`src/rtl/core/point_in_polygon_test_core_macros.svh`:
```
// Assertion helpers for the point-in-polygon core.
`ifndef POINT_IN_POLYGON_TEST_CORE_MACROS_SVH
`define POINT_IN_POLYGON_TEST_CORE_MACROS_SVH

`ifndef SYNTHESIS
// same-cycle implication
`define PIPT_ASSERT_NOW(lbl, clk, rst, ante, cons) \
   lbl: assert property (@(posedge clk) disable iff (rst) (ante) |-> (cons)) \
      else $error("pipt assertion failed");
// next-cycle implication
`define PIPT_ASSERT_NEXT(lbl, clk, rst, ante, cons) \
   lbl: assert property (@(posedge clk) disable iff (rst) (ante) |=> (cons)) \
      else $error("pipt assertion failed");
`else
`define PIPT_ASSERT_NOW(lbl, clk, rst, ante, cons)
`define PIPT_ASSERT_NEXT(lbl, clk, rst, ante, cons)
`endif

`endif

```
`src/rtl/core/pipt_pkg.sv`:
```
package pipt_pkg;

   localparam int MAX_VERTICES_DEF = 64;
   localparam int COORD_WIDTH_DEF  = 16;
   localparam int MIN_VERTICES     = 3;

   localparam int FIELD_WIDTH      = 16;
   localparam int SLOT_WIDTH       = 6;
   localparam int COUNT_WIDTH      = 7;
   localparam int TOL_WIDTH        = 32;
   localparam int CSR_INDEX_WIDTH  = 1;
   localparam int CSR_DATA_WIDTH   = 32;

   localparam logic [CSR_INDEX_WIDTH-1:0] CSR_VERTEX_COUNT = 1'd0;
   localparam logic [CSR_INDEX_WIDTH-1:0] CSR_TOLERANCE    = 1'd1;

   localparam logic OP_LOAD  = 1'b0;
   localparam logic OP_QUERY = 1'b1;

   typedef struct packed {
      logic                          op;
      logic [SLOT_WIDTH-1:0]         vertex_index;
      logic signed [FIELD_WIDTH-1:0] point_x;
      logic signed [FIELD_WIDTH-1:0] point_y;
   } req_type;

   typedef struct packed {
      logic inside_or_on;
      logic on_edge;
   } rsp_type;

   // read tag aligned with the vertex memory's read data
   typedef struct packed {
      logic rd_valid;
      logic edge_valid;
      logic last;
   } edge_tag_type;

   typedef struct packed {
      logic valid;
      logic last;
   } stage_tag_type;

   typedef struct packed {
      logic valid;
      logic last;
      logic hit;
      logic toggle;
   } edge_res_type;

endpackage

```
`src/rtl/core/pipt_vertex_mem.sv`:
```
module pipt_vertex_mem #(
   parameter int DEPTH = pipt_pkg::MAX_VERTICES_DEF,
   parameter int WIDTH = 2 * pipt_pkg::COORD_WIDTH_DEF
) (
   input  logic                     clock,
   input  logic                     wr_en,
   input  logic [$clog2(DEPTH)-1:0] wr_addr,
   input  logic [WIDTH-1:0]         wr_data,
   input  logic                     rd_en,
   input  logic [$clog2(DEPTH)-1:0] rd_addr,
   output logic [WIDTH-1:0]         rd_data
);
   logic [WIDTH-1:0] mem_ff [DEPTH];
   logic [WIDTH-1:0] rd_data_ff;

   always_ff @(posedge clock) begin
      if (wr_en) begin
         mem_ff[wr_addr] <= wr_data;
      end
   end

   always_ff @(posedge clock) begin
      if (rd_en) begin
         rd_data_ff <= mem_ff[rd_addr];
      end
   end

   assign rd_data = rd_data_ff;

endmodule

```
`config.mk`:
```
export PLATFORM = sky130hd
export DESIGN_NAME = pipt_vertex_mem
export DESIGN_NICKNAME = d
export VERILOG_FILES = /design/src/rtl/core/point_in_polygon_test_core_macros.svh /design/src/rtl/core/pipt_pkg.sv /design/src/rtl/core/pipt_vertex_mem.sv
export SDC_FILE = /design/constraint.sdc
export NUM_CORES = 2
export LEC_CHECK = 0
export BUFFER_PORTS_ARGS = -buffer_cell sky130_fd_sc_hd__buf_2
export CAP_MARGIN = 40
export CORE_ASPECT_RATIO = 0.9
export CORE_MARGIN = 10
export CORE_UTILIZATION = 50
export CTS_CLUSTER_SIZE = 16
export DETAILED_ROUTE_END_ITERATION = 16
export HOLD_SLACK_MARGIN = 0.03
export PLACE_DENSITY = 0.75
export SLEW_MARGIN = 10
export SYNTH_ARGS = -nofsm -noshare
export SYNTH_HDL_FRONTEND = slang
export SYNTH_SLANG_ARGS = --single-unit
```
`constraint.sdc`:
```
create_clock -name clock -period 9.2 [get_ports clock]
set_clock_uncertainty 0.15 [all_clocks]
set_input_delay 0.92 -clock clock [delete_from_list [all_inputs] [get_ports clock]]
set_output_delay 0.92 -clock clock [all_outputs]
set_load 0.02 [all_outputs]
```
After elaboration in Yosys (flattened, before gate mapping):

Memory sizes are Yosys's and may differ from the RTL's. A register that Yosys moved wholly into a read port is not among the register bits.
Index checks and enable logic that the tools add are counted.

* multiplexer cells: 2

Operators by type and width (count)
* two-way mux 1 bit: 2

* input bits: 47
* output and inout port bits: 32
* register bits: 0
* logic and storage cells: 3
* memory bits (writable): 2048
* memories: 1

Memory list
* mem_ff: depth 64, width 32, rd ports 1, clocked after Yosys merged registers in 1, wr ports 1, RTL line pipt_vertex_mem.sv:13 `logic [WIDTH-1:0] mem_ff [DEPTH];`

Logic depth before layout (Yosys ltp):

* word-level depth: 2
* gate-level depth with buffers: 10
* gate-level depth less buffers: 5

Worst setup path after synthesis:

Ideal clock, no wire load.

* path type: in2reg
* start point: input wr_addr[3]
* end point: memory mem_ff[48][0] (netlist name), enable pin
* slack: 4970 ps
* required time: 8589 ps
* setup time: 461 ps
* stages on the path: 4
* buffers on the path: 1
* arrival time: 3619 ps
* cell sequence: clkbuf_1 nor2b_1 nand4b_1 nor3_1

RTL lines
* start: declaration: RTL line pipt_vertex_mem.sv:7 `input logic [$clog2(DEPTH)-1:0] wr_addr,`
* end: declaration: RTL line pipt_vertex_mem.sv:13

Straight into the memory's write port.

==> reports/results.ini <==
[status]
outcome = completed

[sta]
max-slew-margin-rel_pct = 30.06
grt_setup_unrepaired = no
final-hold-violation-count = 0
layout_worst_path_cycle_share_pct = 47.44
finalMaxSlewViolations = 0
setup_total_negative_slack_ps = 0
setup_viol_count_final = 0
worst-slew-pin-transition_ps = 1049
worst_slack_ps = 4835
timing.final.crit_period_ps = 4365
fmax_ghz = 0.2291

[power_and_ir_drop]
p_comb_share_pct = 5.0
pwr-share-seq_pct = 55.0
vdd_ir_drop_max_mv = 0.1866
switchingPower_w = 0.004000
internal_w = 0.01517
clockPowerShare_pct = 39.9
power_density_mw_per_mm2 = 215.2
static-leakage-power_nw = 27.53
swShare_pct = 20.86

[clock_network]
clock_tree.htree_level_count = 4
cts_tree = done
clock_latency_ps = 820
cts_hold_repair.buffers = 0
number_of_clock_sinks_seen_by_cts = 2080
cts.reportedPaths.clkPinSlew_ps = 60
root_buffer = clkbuf_16
cts-buffers-inserted = 188
cts.repair.resized = 0
cts_buffer_depth = 3
cts_setup_buffers = 0

[yosys]
synthCells = 3324
synthDominantCellAreaShare_pct = 79.23
dominantRegCellSynth = edfxtp_1
ys_seq_elements = 2080
ys_warn_count = 0
cell_types_occupying_the_most_area_after_synthesis = edfxtp_1 (79%), mux4_2 (16%), mux2i_1 (1.2%)
synth_common_cells = edfxtp_1 (2080), mux4_2 (544), nor2_1 (137)
synthesis.nets = 3371
ys_seq_area_share_pct = 79.23
synth_cell_types = 33
synth_largest_area_cell = edfxtp_1
syn_area_per_cell_um2 = 23.72
synth_enable_flop_cells = 2080
syn-cell-area_mm2 = 0.07884
synth-async-reset-ratio_pct = 0
synthMostInstantiatedCell = edfxtp_1

[worst_hold_path]
timing.hold.worst.class = primary input to flip-flop
hold-path-cell-count = 1

[placement]
gpl.final_weighted_congestion = 0.7788
placement_stage_worst_setup_slack_ps = 4053
placement.io_buffers = 78
dpl.hpwl_mm = 102.5

[worst_setup_path]
crit_top_cell = mux4_2
critPathMaxStageDelay_ps = 680
cp.required_ps = 9590
crit_chain = buf_8, buf_12, buf_4, mux4_2, mux4_2, o22ai_1, nor2_1
timing.reg2reg.worst_path_depth = 4
timing.critical_path.slowest_stage_cell = o22ai_1
worstSetupStartpointType = primary input
crit_arrival_ps = 4750
criticalPathCategory = primary input to flip-flop
critical_path.top_delay_family = buffers and inverters
cp.depth = 7
cp-end-kind = flip-flop
crit_fanout = 87
crit_buf_inv = 3

[layout]
layout-drive-gt1-share_pct = 29.14
synthToLayoutAreaGrowth_pct = 13.01
final_net_count = 3592

[global_route]
grt_overflow = 0
first_global_vias = 38615
antenna_found_initial = 20
grt_start_max_net_pins = 119
grt_pass1_wl_mm = 287.2
groute.usage.overall_pct = 23.02

[route]
routed-via-count = 37944
route.antenna.remaining_nets = 0
dr.pass1.iters = 5
drt-wirelength-per-cell_um = 34.50
drt-initial-drc-count = 5814
residual_drc = 0
wirelength_mm = 200.5
viasPerCell = 6.527

[floorplanning]
std_cell_rows = 138
boundaryPins = 79
fp.dieH_um = 396.7
starting_density_of_the_core_pct = 50.23
die_width_um = 438.6
floorplan_die_area_mm2 = 0.1740
core_region_area_mm2 = 0.1570

[job]
max-cap-violations = 0

placed cells by master, fill, tap and decap left out, drive strengths merged, types with 3 or more instances in the layout:
cell type / count
bufinv: 16
o22ai: 84
a311oi: 8
o32ai: 4
nor2: 137
a41o: 4
or2: 3
mux4: 544
a21oi: 62
nor3: 7
nand2b: 8
clkbuf: 240
nand3: 5
a22oi: 12
diode: 17
nand3b: 5
and3: 4
inv: 6
clkinvlp: 7
buf: 213
or3: 3
edfxtp: 2080
o221ai: 27
mux2i: 93
nor2b: 15
nand2: 26
clkinv: 72
or3b: 5
kinds of logic after synthesis:
logic type,share of synthesized area [%]
AOI/OAI and AO/OA,1.666
DFF,79.23
buffers and inverters,1.124
and+or+nand+nor,1.260
muxes,16.72
power by group through the flow:
stage / Clock [W] / Sequential (W) / Combinational (W)
floorplan: 0 / 0.0107 / 0.000511
detailed placement: 0 / 0.0108 / 0.000954
global placement: 0 / 0.0108 / 0.000892
CTS: 0.00773 / 0.0106 / 0.000964
finish: 0.00766 / 0.0105 / 0.000968
global route: 0.00810 / 0.0105 / 0.00102
registers in the layout, indices dropped and copies added (netlist names):
signal,count
rd_data,32
mem_ff,2048
metal layers:
layer / up-vias / track usage [%] / part of all wire, %
li1: 14728 / - / -
met1: 20191 / 31.62 / 36
met2: 2613 / 36.31 / 49
met3: 408 / 5.145 / 12
met4: 4 / 8.760 / 3.7
met5: - / 0 / 0.013
through the flow:
| stage | instances | total power [W] | area [µm²] | utilization (%) | hold WS (ps) |
|---|---|---|---|---|---|
| after detailed placement | 5453 | 0.01170 | 83100 | 52.95 | 712.2 |
| after floorplan | 3324 | 0.01126 | 78840 | - | 600.2 |
| after global placement | 5415 | 0.01165 | 82260 | 52.41 | 686.6 |
| after global routing | 5806 | 0.01967 | 89080 | 56.75 | 313.1 |
| after CTS | 5794 | 0.01924 | 89030 | 56.72 | 266.7 |
| final | 5813 | 0.01917 | 89090 | 56.76 | 318.8 |
path summary, 6_finish.rpt:
kind | to | slack [ps] | start
max | rd_data[27] | 4840 | rd_addr[0]
min | mem_ff[46][6] | 320 | wr_data[6]
max reg2reg | rd_data[27] | 6540 | mem_ff[31][27]
min reg2reg | rd_data[4] | 740 | mem_ff[12][4]
cell type report:
class | instances | area [µm²]
multi-input cells | 1062 | 15970
well taps | 2100 | 2628
clock buffers | 240 | 5027
flip-flops and latches | 2080 | 62460
fillers | 10765 | 67860
repair buffers | 213 | 2066
clock inverters | 101 | 900.9
diodes | 17 | 42.54
No activity file was read; power rests on OpenSTA's default activity.
